--- config.mk ---
export PLATFORM = sky130hd
export DESIGN_NAME = greedy_word_wrap_text_layout
export DESIGN_NICKNAME = d
export VERILOG_FILES = /design/src/gww_pkg.sv /design/src/greedy_word_wrap_text_layout.sv /design/src/gww_queue.sv /design/src/gww_front.sv /design/src/gww_back.sv
export SDC_FILE = /design/constraint.sdc
export NUM_CORES = 1
export LEC_CHECK = 0
export ABC_CLOCK_PERIOD_IN_PS = 7900
export BUFFER_PORTS_ARGS = -buffer_cell sky130_fd_sc_hd__buf_2
export CORE_ASPECT_RATIO = 2
export CORE_MARGIN = 5
export CORE_UTILIZATION = 50
export CTS_CLUSTER_SIZE = 12
export DETAILED_ROUTE_END_ITERATION = 8
export PLACE_DENSITY = 0.66
export SYNTH_ARGS = -nofsm -noshare
export SYNTH_HDL_FRONTEND = slang
export SYNTH_SLANG_ARGS = --single-unit
export TNS_END_PERCENT = 10
--- constraint.sdc ---
create_clock -name clk -period 7.9 [get_ports clk]
set_input_delay 0.79 -clock clk [delete_from_list [all_inputs] [get_ports clk]]
set_output_delay 0.79 -clock clk [all_outputs]
set_load 0.01 [all_outputs]
--- src/gww_pkg.sv ---
package gww_pkg;

    localparam int MAX_WORD_DEF = 32;
    localparam int QUEUE_DEPTH  = 4;
    localparam int CFG_IDX_W    = 2;
    localparam int CFG_DATA_W   = 12;

    localparam logic [7:0] CH_SPACE   = 8'd32;
    localparam logic [7:0] CH_NEWLINE = 8'd10;

    localparam logic [7:0]  RST_CHAR_ADVANCE = 8'd6;
    localparam logic [7:0]  RST_CHAR_GAP     = 8'd1;
    localparam logic [7:0]  RST_LINE_ADVANCE = 8'd7;
    localparam logic [11:0] RST_LINE_WIDTH   = 12'd224;

    typedef enum logic [1:0] {
        REG_CHAR_ADVANCE,
        REG_CHAR_GAP,
        REG_LINE_ADVANCE,
        REG_LINE_WIDTH
    } reg_idx_t;

    typedef enum logic [1:0] {
        SEP_NONE,
        SEP_SPACE,
        SEP_NEWLINE
    } sep_t;

    typedef enum logic [1:0] {
        BK_IDLE,
        BK_TEST,
        BK_SEND
    } back_state_t;

    typedef struct packed {
        logic [7:0]  char_advance;
        logic [7:0]  char_gap;
        logic [7:0]  line_advance;
        logic [11:0] line_width;
    } gww_cfg_t;

    typedef struct packed {
        logic        restart;
        logic        has_glyph;
        logic [7:0]  code;
        logic        flush;
        sep_t        sep;
        logic [15:0] pixels;
    } gww_entry_t;

endpackage

--- src/greedy_word_wrap_text_layout.sv ---
// Greedy word-wrap layout: characters go in through a push/full port, glyph placements
// (code, x, y, last_of_run) come out through an empty/pop port. The front takes one
// character per cycle while its four-entry command queue has room. The back takes each
// character from the queue, storing a glyph in the word memory, and for every space,
// newline, end of text or full word runs the line-break test and then places the
// buffered glyphs one at a time through the word memory's single read port, holding while
// a placement waits to be popped; it takes no new character until the word is placed.
// last_of_run marks the final placement that a character caused; a separator with no
// buffered word places nothing. Positions wrap modulo 65536. Configuration writes take
// effect at once and are meant for idle time.
module greedy_word_wrap_text_layout #(
    parameter int MAX_WORD = gww_pkg::MAX_WORD_DEF
) (
    input  logic                            clk,
    input  logic                            rst_n,
    input  logic                            cfg_wr_en,
    input  logic [gww_pkg::CFG_IDX_W-1:0]   cfg_index,
    input  logic [gww_pkg::CFG_DATA_W-1:0]  cfg_data,
    input  logic                            push,
    output logic                            full,
    input  logic [7:0]                      text_byte,
    input  logic                            end_of_text,
    input  logic                            restart,
    output logic                            empty,
    input  logic                            pop,
    output logic [7:0]                      glyph_code,
    output logic [15:0]                     pos_x,
    output logic [15:0]                     pos_y,
    output logic                            last_of_run
);
    import gww_pkg::*;

    gww_cfg_t   cfg_reg;
    logic       q_push, q_pop, q_full, q_empty;
    gww_entry_t q_wr_entry, q_rd_entry;

    assign full = q_full;

    always_ff @(posedge clk or negedge rst_n)
    begin
        if (!rst_n)
        begin
            cfg_reg.char_advance <= RST_CHAR_ADVANCE;
            cfg_reg.char_gap     <= RST_CHAR_GAP;
            cfg_reg.line_advance <= RST_LINE_ADVANCE;
            cfg_reg.line_width   <= RST_LINE_WIDTH;
        end
        else if (cfg_wr_en)
        begin
            unique case (reg_idx_t'(cfg_index))
                REG_CHAR_ADVANCE: cfg_reg.char_advance <= cfg_data[7:0];
                REG_CHAR_GAP:     cfg_reg.char_gap     <= cfg_data[7:0];
                REG_LINE_ADVANCE: cfg_reg.line_advance <= cfg_data[7:0];
                REG_LINE_WIDTH:   cfg_reg.line_width   <= cfg_data[11:0];
                default:          cfg_reg              <= cfg_reg;
            endcase
        end
    end

    gww_front #(
        .MAX_WORD (MAX_WORD)
    ) u_front (
        .clk         (clk),
        .rst_n       (rst_n),
        .push        (push),
        .text_byte   (text_byte),
        .end_of_text (end_of_text),
        .restart     (restart),
        .cfg         (cfg_reg),
        .q_full      (q_full),
        .q_push      (q_push),
        .q_entry     (q_wr_entry)
    );

    gww_queue u_queue (
        .clk      (clk),
        .rst_n    (rst_n),
        .push_en  (q_push),
        .wr_entry (q_wr_entry),
        .full     (q_full),
        .pop_en   (q_pop),
        .rd_entry (q_rd_entry),
        .empty    (q_empty)
    );

    gww_back #(
        .MAX_WORD (MAX_WORD)
    ) u_back (
        .clk         (clk),
        .rst_n       (rst_n),
        .cfg         (cfg_reg),
        .q_empty     (q_empty),
        .q_entry     (q_rd_entry),
        .q_pop       (q_pop),
        .pop         (pop),
        .empty       (empty),
        .glyph_code  (glyph_code),
        .pos_x       (pos_x),
        .pos_y       (pos_y),
        .last_of_run (last_of_run)
    );

endmodule

--- src/gww_queue.sv ---
module gww_queue (
    input  logic                clk,
    input  logic                rst_n,
    input  logic                push_en,
    input  gww_pkg::gww_entry_t wr_entry,
    output logic                full,
    input  logic                pop_en,
    output gww_pkg::gww_entry_t rd_entry,
    output logic                empty
);
    import gww_pkg::*;

    localparam int PW = (QUEUE_DEPTH > 1) ? $clog2(QUEUE_DEPTH) : 1;
    localparam int CW = $clog2(QUEUE_DEPTH + 1);

    gww_entry_t       entries_reg [QUEUE_DEPTH];
    logic [PW-1:0]    wr_ptr_reg, wr_ptr_next;
    logic [PW-1:0]    rd_ptr_reg, rd_ptr_next;
    logic [CW-1:0]    count_reg, count_next;
    logic             do_push, do_pop;

    assign full     = (count_reg == CW'(QUEUE_DEPTH));
    assign empty    = (count_reg == '0);
    assign do_push  = push_en && !full;
    assign do_pop   = pop_en && !empty;
    assign rd_entry = entries_reg[rd_ptr_reg];

    always_comb
    begin
        wr_ptr_next = wr_ptr_reg;
        rd_ptr_next = rd_ptr_reg;
        count_next  = count_reg;
        if (do_push)
        begin
            wr_ptr_next = (wr_ptr_reg == PW'(QUEUE_DEPTH - 1)) ? '0 : wr_ptr_reg + PW'(1);
        end
        if (do_pop)
        begin
            rd_ptr_next = (rd_ptr_reg == PW'(QUEUE_DEPTH - 1)) ? '0 : rd_ptr_reg + PW'(1);
        end
        if (do_push && !do_pop)
        begin
            count_next = count_reg + CW'(1);
        end
        else if (do_pop && !do_push)
        begin
            count_next = count_reg - CW'(1);
        end
    end

    always_ff @(posedge clk or negedge rst_n)
    begin
        if (!rst_n)
        begin
            wr_ptr_reg <= '0;
            rd_ptr_reg <= '0;
            count_reg  <= '0;
        end
        else
        begin
            wr_ptr_reg <= wr_ptr_next;
            rd_ptr_reg <= rd_ptr_next;
            count_reg  <= count_next;
        end
    end

    always_ff @(posedge clk)
    begin
        if (do_push)
        begin
            entries_reg[wr_ptr_reg] <= wr_entry;
        end
    end

endmodule

--- src/gww_front.sv ---
module gww_front #(
    parameter int MAX_WORD = gww_pkg::MAX_WORD_DEF
) (
    input  logic                clk,
    input  logic                rst_n,
    input  logic                push,
    input  logic [7:0]          text_byte,
    input  logic                end_of_text,
    input  logic                restart,
    input  gww_pkg::gww_cfg_t   cfg,
    input  logic                q_full,
    output logic                q_push,
    output gww_pkg::gww_entry_t q_entry
);
    import gww_pkg::*;

    localparam int LW = $clog2(MAX_WORD + 1);

    logic [LW-1:0] len_reg, len_next;
    logic [15:0]   pix_reg, pix_next;
    logic [LW-1:0] len_eff, len_new;
    logic [15:0]   pix_eff, pix_new;
    logic          is_sep;
    logic          flush_word;

    assign q_push = push && !q_full;

    always_comb
    begin
        len_eff    = restart ? '0 : len_reg;
        pix_eff    = restart ? '0 : pix_reg;
        is_sep     = (text_byte == CH_SPACE) || (text_byte == CH_NEWLINE);
        pix_new    = pix_eff + ((len_eff != '0) ? {8'd0, cfg.char_gap} : 16'd0)
                     + {8'd0, cfg.char_advance};
        len_new    = len_eff + LW'(1);
        flush_word = (len_new == LW'(MAX_WORD)) || end_of_text;

        q_entry.restart   = restart;
        q_entry.code      = text_byte;
        len_next          = len_reg;
        pix_next          = pix_reg;

        if (is_sep)
        begin
            q_entry.has_glyph = 1'b0;
            q_entry.flush     = 1'b1;
            q_entry.sep       = (text_byte == CH_SPACE) ? SEP_SPACE : SEP_NEWLINE;
            q_entry.pixels    = pix_eff;
            if (q_push)
            begin
                len_next = '0;
                pix_next = '0;
            end
        end
        else
        begin
            q_entry.has_glyph = 1'b1;
            q_entry.flush     = flush_word;
            q_entry.sep       = SEP_NONE;
            q_entry.pixels    = pix_new;
            if (q_push)
            begin
                len_next = flush_word ? '0 : len_new;
                pix_next = flush_word ? '0 : pix_new;
            end
        end
    end

    always_ff @(posedge clk or negedge rst_n)
    begin
        if (!rst_n)
        begin
            len_reg <= '0;
            pix_reg <= '0;
        end
        else
        begin
            len_reg <= len_next;
            pix_reg <= pix_next;
        end
    end

endmodule

--- src/gww_back.sv ---
module gww_back #(
    parameter int MAX_WORD = gww_pkg::MAX_WORD_DEF
) (
    input  logic                clk,
    input  logic                rst_n,
    input  gww_pkg::gww_cfg_t   cfg,
    input  logic                q_empty,
    input  gww_pkg::gww_entry_t q_entry,
    output logic                q_pop,
    input  logic                pop,
    output logic                empty,
    output logic [7:0]          glyph_code,
    output logic [15:0]         pos_x,
    output logic [15:0]         pos_y,
    output logic                last_of_run
);
    import gww_pkg::*;

    localparam int LW = $clog2(MAX_WORD + 1);
    localparam int AW = (MAX_WORD > 1) ? $clog2(MAX_WORD) : 1;

    back_state_t   state_reg, state_next;
    logic [15:0]   pen_x_reg, pen_x_next;
    logic [15:0]   pen_y_reg, pen_y_next;
    logic [LW-1:0] len_reg, len_next;
    logic [AW-1:0] idx_reg, idx_next;
    logic [15:0]   pix_reg, pix_next;
    sep_t          sep_reg, sep_next;
    logic          out_valid_reg, out_valid_next;
    logic [7:0]    out_code_reg, out_code_next;
    logic [15:0]   out_x_reg, out_x_next;
    logic [15:0]   out_y_reg, out_y_next;
    logic          out_last_reg, out_last_next;

    logic [7:0]    word_mem [MAX_WORD];
    logic [7:0]    rd_data_reg;
    logic          wr_en;
    logic [AW-1:0] wr_addr;
    logic [AW-1:0] rd_addr;

    logic          slot_free;
    logic [15:0]   tx, ty;
    logic [16:0]   fit_sum;
    logic [LW-1:0] len_eff;
    logic          last_glyph;

    assign empty       = !out_valid_reg;
    assign glyph_code  = out_code_reg;
    assign pos_x       = out_x_reg;
    assign pos_y       = out_y_reg;
    assign last_of_run = out_last_reg;
    assign slot_free   = !out_valid_reg || pop;

    always_comb
    begin
        state_next     = state_reg;
        pen_x_next     = pen_x_reg;
        pen_y_next     = pen_y_reg;
        len_next       = len_reg;
        idx_next       = idx_reg;
        pix_next       = pix_reg;
        sep_next       = sep_reg;
        out_valid_next = out_valid_reg && !pop;
        out_code_next  = out_code_reg;
        out_x_next     = out_x_reg;
        out_y_next     = out_y_reg;
        out_last_next  = out_last_reg;
        q_pop          = 1'b0;
        wr_en          = 1'b0;
        len_eff        = q_entry.restart ? '0 : len_reg;
        wr_addr        = len_eff[AW-1:0];
        rd_addr        = idx_reg;
        tx             = pen_x_reg;
        ty             = pen_y_reg;
        fit_sum        = {1'b0, pen_x_reg} + {1'b0, pix_reg};
        last_glyph     = (LW'(idx_reg) + LW'(1)) == len_reg;

        unique case (state_reg)
            BK_IDLE:
            begin
                if (!q_empty)
                begin
                    q_pop = 1'b1;
                    if (q_entry.restart)
                    begin
                        pen_x_next = '0;
                        pen_y_next = '0;
                    end
                    if (q_entry.has_glyph)
                    begin
                        wr_en    = 1'b1;
                        len_next = len_eff + LW'(1);
                    end
                    else
                    begin
                        len_next = len_eff;
                    end
                    if (q_entry.flush)
                    begin
                        pix_next   = q_entry.pixels;
                        sep_next   = q_entry.sep;
                        state_next = BK_TEST;
                    end
                end
            end
            BK_TEST:
            begin
                rd_addr  = '0;
                idx_next = '0;
                if ((pen_x_reg != 16'd0) && (fit_sum > {5'd0, cfg.line_width}))
                begin
                    tx = '0;
                    ty = pen_y_reg + {8'd0, cfg.line_advance};
                end
                if (len_reg == '0)
                begin
                    unique case (sep_reg)
                        SEP_SPACE:
                        begin
                            tx = tx + {8'd0, cfg.char_advance};
                        end
                        SEP_NEWLINE:
                        begin
                            tx = '0;
                            ty = ty + {8'd0, cfg.line_advance};
                        end
                        default:
                        begin
                            tx = tx;
                        end
                    endcase
                    state_next = BK_IDLE;
                end
                else
                begin
                    state_next = BK_SEND;
                end
                pen_x_next = tx;
                pen_y_next = ty;
            end
            BK_SEND:
            begin
                if (slot_free)
                begin
                    out_valid_next = 1'b1;
                    out_code_next  = rd_data_reg;
                    out_x_next     = pen_x_reg;
                    out_y_next     = pen_y_reg;
                    out_last_next  = last_glyph;
                    rd_addr        = idx_reg + AW'(1);
                    idx_next       = idx_reg + AW'(1);
                    tx = pen_x_reg + {8'd0, cfg.char_advance} + {8'd0, cfg.char_gap};
                    if (last_glyph)
                    begin
                        unique case (sep_reg)
                            SEP_SPACE:
                            begin
                                tx = tx + {8'd0, cfg.char_advance};
                            end
                            SEP_NEWLINE:
                            begin
                                tx = '0;
                                ty = pen_y_reg + {8'd0, cfg.line_advance};
                            end
                            default:
                            begin
                                tx = tx;
                            end
                        endcase
                        len_next   = '0;
                        state_next = BK_IDLE;
                    end
                    pen_x_next = tx;
                    pen_y_next = ty;
                end
            end
            default:
            begin
                state_next = BK_IDLE;
            end
        endcase
    end

    always_ff @(posedge clk or negedge rst_n)
    begin
        if (!rst_n)
        begin
            state_reg     <= BK_IDLE;
            pen_x_reg     <= '0;
            pen_y_reg     <= '0;
            len_reg       <= '0;
            idx_reg       <= '0;
            out_valid_reg <= 1'b0;
        end
        else
        begin
            state_reg     <= state_next;
            pen_x_reg     <= pen_x_next;
            pen_y_reg     <= pen_y_next;
            len_reg       <= len_next;
            idx_reg       <= idx_next;
            out_valid_reg <= out_valid_next;
        end
    end

    always_ff @(posedge clk)
    begin
        pix_reg      <= pix_next;
        sep_reg      <= sep_next;
        out_code_reg <= out_code_next;
        out_x_reg    <= out_x_next;
        out_y_reg    <= out_y_next;
        out_last_reg <= out_last_next;
    end

    always_ff @(posedge clk)
    begin
        if (wr_en)
        begin
            word_mem[wr_addr] <= q_entry.code;
        end
        rd_data_reg <= word_mem[rd_addr];
    end

endmodule

==> impl_metrics.yaml <==
status:
  status: "finished, final reports clean"
logic_synthesis:
  synth_cell_type_count: 83
  synth-edff-count: 431
  synth-seq-area-share_pct: 59.1
  syn_inst: 2192
  synthesis.area_sq_um: 26900
  synth_seq_cells: 550
  yosysWarnings: 0
  synth_ff_type: "edfxtp_1"
  syn_avg_cell_area_sq_um: 12.3
  async_flop_share_pct: 20.2
  syn_nets: 2339
route:
  wire_per_inst_um: 24.0
  via_count: 17900
  drc_errors: 0
  drt_iter0_drc: 1134
  wl_um: 70800
  first_pass_iters: 5
  antenna_left: 0
  via_per_inst: 6.07
worst_setup_path:
  arrival_ns: 7.37
  critPathTopFamily: "compound AO/OA/AOI/OAI gates"
  cp_num_buf_inv: 1
  endpoint_kind: "register"
  startpoint_type: "register"
  crit_top_cell: "o21ai_0"
  slowest_stage: "dfrtp_1"
  crit_type: "reg2reg"
  cp.required_ns: 8.33
  crit_fanout: 8
  slowest_delay_ns: 0.49
final_layout:
  syn_to_final_growth_pct: 9.85
  final_common_cell: "edfxtp_1"
  largest_reg_flops: 256
  fill_cells: 4422
  layout_common_cells: "edfxtp_1, nand2_1, nor2_1"
  fin_nets: 2383
  num_antenna_cells: 0
  postLayoutCoreUtil_pct: 55.2
  drive_above_1_share_pct: 12.1
grt:
  use_met1_pct: 24.2
  grt-ovfl-total: 0
  grt_pass1_vias: 18600
  gr-usage-met2_pct: 47.6
  use_met3_pct: 2.45
  grt_first_pass_wirelength_um: 108000
  grt_max_degree: 77
  busiest_layer: "met2"
  grt.total_usage_pct: 24.0
  antenna_found_initial: 0
pwr:
  power-per-cell-area_nw_per_um2: 384
  vdd_drop_max_v: 0.000220
  p_leak_nw: 10.7
floorplanning:
  core_sq_um: 53500
  fp.dieW_um: 174
  die_h_um: 338
  initial_core_util_pct: 50.3
  dieArea_sq_um: 58800
  fp-row-count: 120
  ios: 72
cts:
  ctsHoldBuffers: 0
  insertion_delay_ns: 0.61
  cts_root_buf: "clkbuf_16"
  clk_pin_slew_ns: 0.07
  cts_resized: 0
  htree_num_levels: 2
  cts_tree: "done"
  clock_sinks: 550
  numCtsBuffers: 53
  cts_setup_buffers: 0
  clk_path_buf_depth: 3
timing:
  rsz0062_at_grt: "false"
  skew_ns: 0.0298
  hold_violations: 0
  max_freq_mhz: 144
  report.final.slew_viol_count: 0
  max-slew-margin-rel_pct: 17.1
  finalCriticalPeriod_ns: 6.93
  worst_slew_pin_slew_ns: 1.24
  layout_worst_path_cycle_share_pct: 87.8
  setup_tns_ns: 0
  setup_violations: 0
min_path:
  hold_path_class: "in2async"
placement:
  port_buffers: 71
  gp_congestion: 0.886
  hpwl_um: 50100
job:
  maxCapViolCount: 0
==> worst register-to-register path, delay by kind of cell, from the launching register on <==
family | cells | cell delay [ns]
XOR/XNOR | 2 | 0.34
adder cells (fa/ha/maj) | 4 | 1.27
AND/OR/NAND/NOR | 7 | 1.00
flip-flops | 1 | 0.49
multiplexers | 1 | 0.25
AO/OA/AOI/OAI | 15 | 3.36
buffers and inverters | 1 | 0.06
==> area by class of cell <==
type / instances / area (sq um) / share of cell area [%]
timing repair buffer: 93 / 536 / 1.81
sequential: 550 / 15900 / 53.8
inverter: 63 / 238 / 0.805
clock buffer: 94 / 1580 / 5.36
tap: 671 / 840 / 2.84
clock inverter: 5 / 50.0 / 0.169
multi-input combinational: 1475 / 10400 / 35.2
==> synthesized netlist by cell type, types with 45 or more instances <==
master,n,area [sq um]
o21ai_0,85,425
nand2_1,297,1110
a211oi_1,94,706
dfrtp_1,102,2550
xnor2_1,52,455
and2_1,78,488
clkbuf_1,89,334
nand3_1,45,225
edfxtp_1,431,12900
ha_1,94,1180
inv_1,60,225
a21oi_1,80,400
mux2_2,52,586
nor2_1,125,469
==> logic make-up (layout without fill, tap and decap cells) <==
logic type / count (synthesis) / in the layout / share of synthesized area [%]
flops: 550 / 550 / 59.1
simple gates: 701 / 701 / 12.2
xor+xnor: 79 / 79 / 2.57
buf+inv: 167 / 255 / 2.37
compound gates: 489 / 489 / 12.7
mux: 88 / 88 / 4.90
fa+ha+maj: 118 / 118 / 6.16
==> final timing paths <==
path,start,to,slack [ns],cells past startpoint
setup / recovery,u_back.pen_x_reg[4]$_DFFE_PN0P_,u_back.pen_y_reg[14]$_DFFE_PN0P_,0.97,30
hold / removal,rst_n,u_queue.wr_ptr_reg[1]$_DFFE_PN0P_,0.23,1
setup reg to reg,u_back.pen_x_reg[4]$_DFFE_PN0P_,u_back.pen_y_reg[14]$_DFFE_PN0P_,0.97,30
hold reg to reg,u_back.rd_data_reg[2]$_DFF_P_,u_back.glyph_code[2]$_DFFE_PP_,0.40,0
max in group asynchronous,rst_n,u_back.pen_y_reg[7]$_DFFE_PN0P_,6.25,2
min in group clk,u_back.rd_data_reg[2]$_DFF_P_,u_back.glyph_code[2]$_DFFE_PP_,0.40,0
==> routing by layer <==
layer	wire length, um	part of all wire [%]	vias to the layer above
li1	-	-	8262
met1	24000	34	8954
met2	40100	57	523
met3	2450	3.5	188
met4	4220	6.0	0
met5	0	0	-
==> stage by stage <==
step                hold WS, ns  setup slack [ns]  cell area, sq um  instances  power (mW)
global placement          0.391              1.16             27900       2852        8.83
CTS                       0.240             0.989             29500       2951        11.4
finish                    0.235             0.966             29500       2951        11.3
detailed placement        0.389              1.08             27900       2852        8.96
floorplan                 0.386              1.73             26900       2192        7.44
global route              0.266             0.462             29500       2951        12.0
==> power by group <==
group / switching [mW] / internal, mW
clock: 1.06 / 1.36
combinational: 3.04 / 1.65
sequential: 0.269 / 3.95
total: 4.38 / 6.95
No activity file was read; power rests on OpenSTA's default activity.
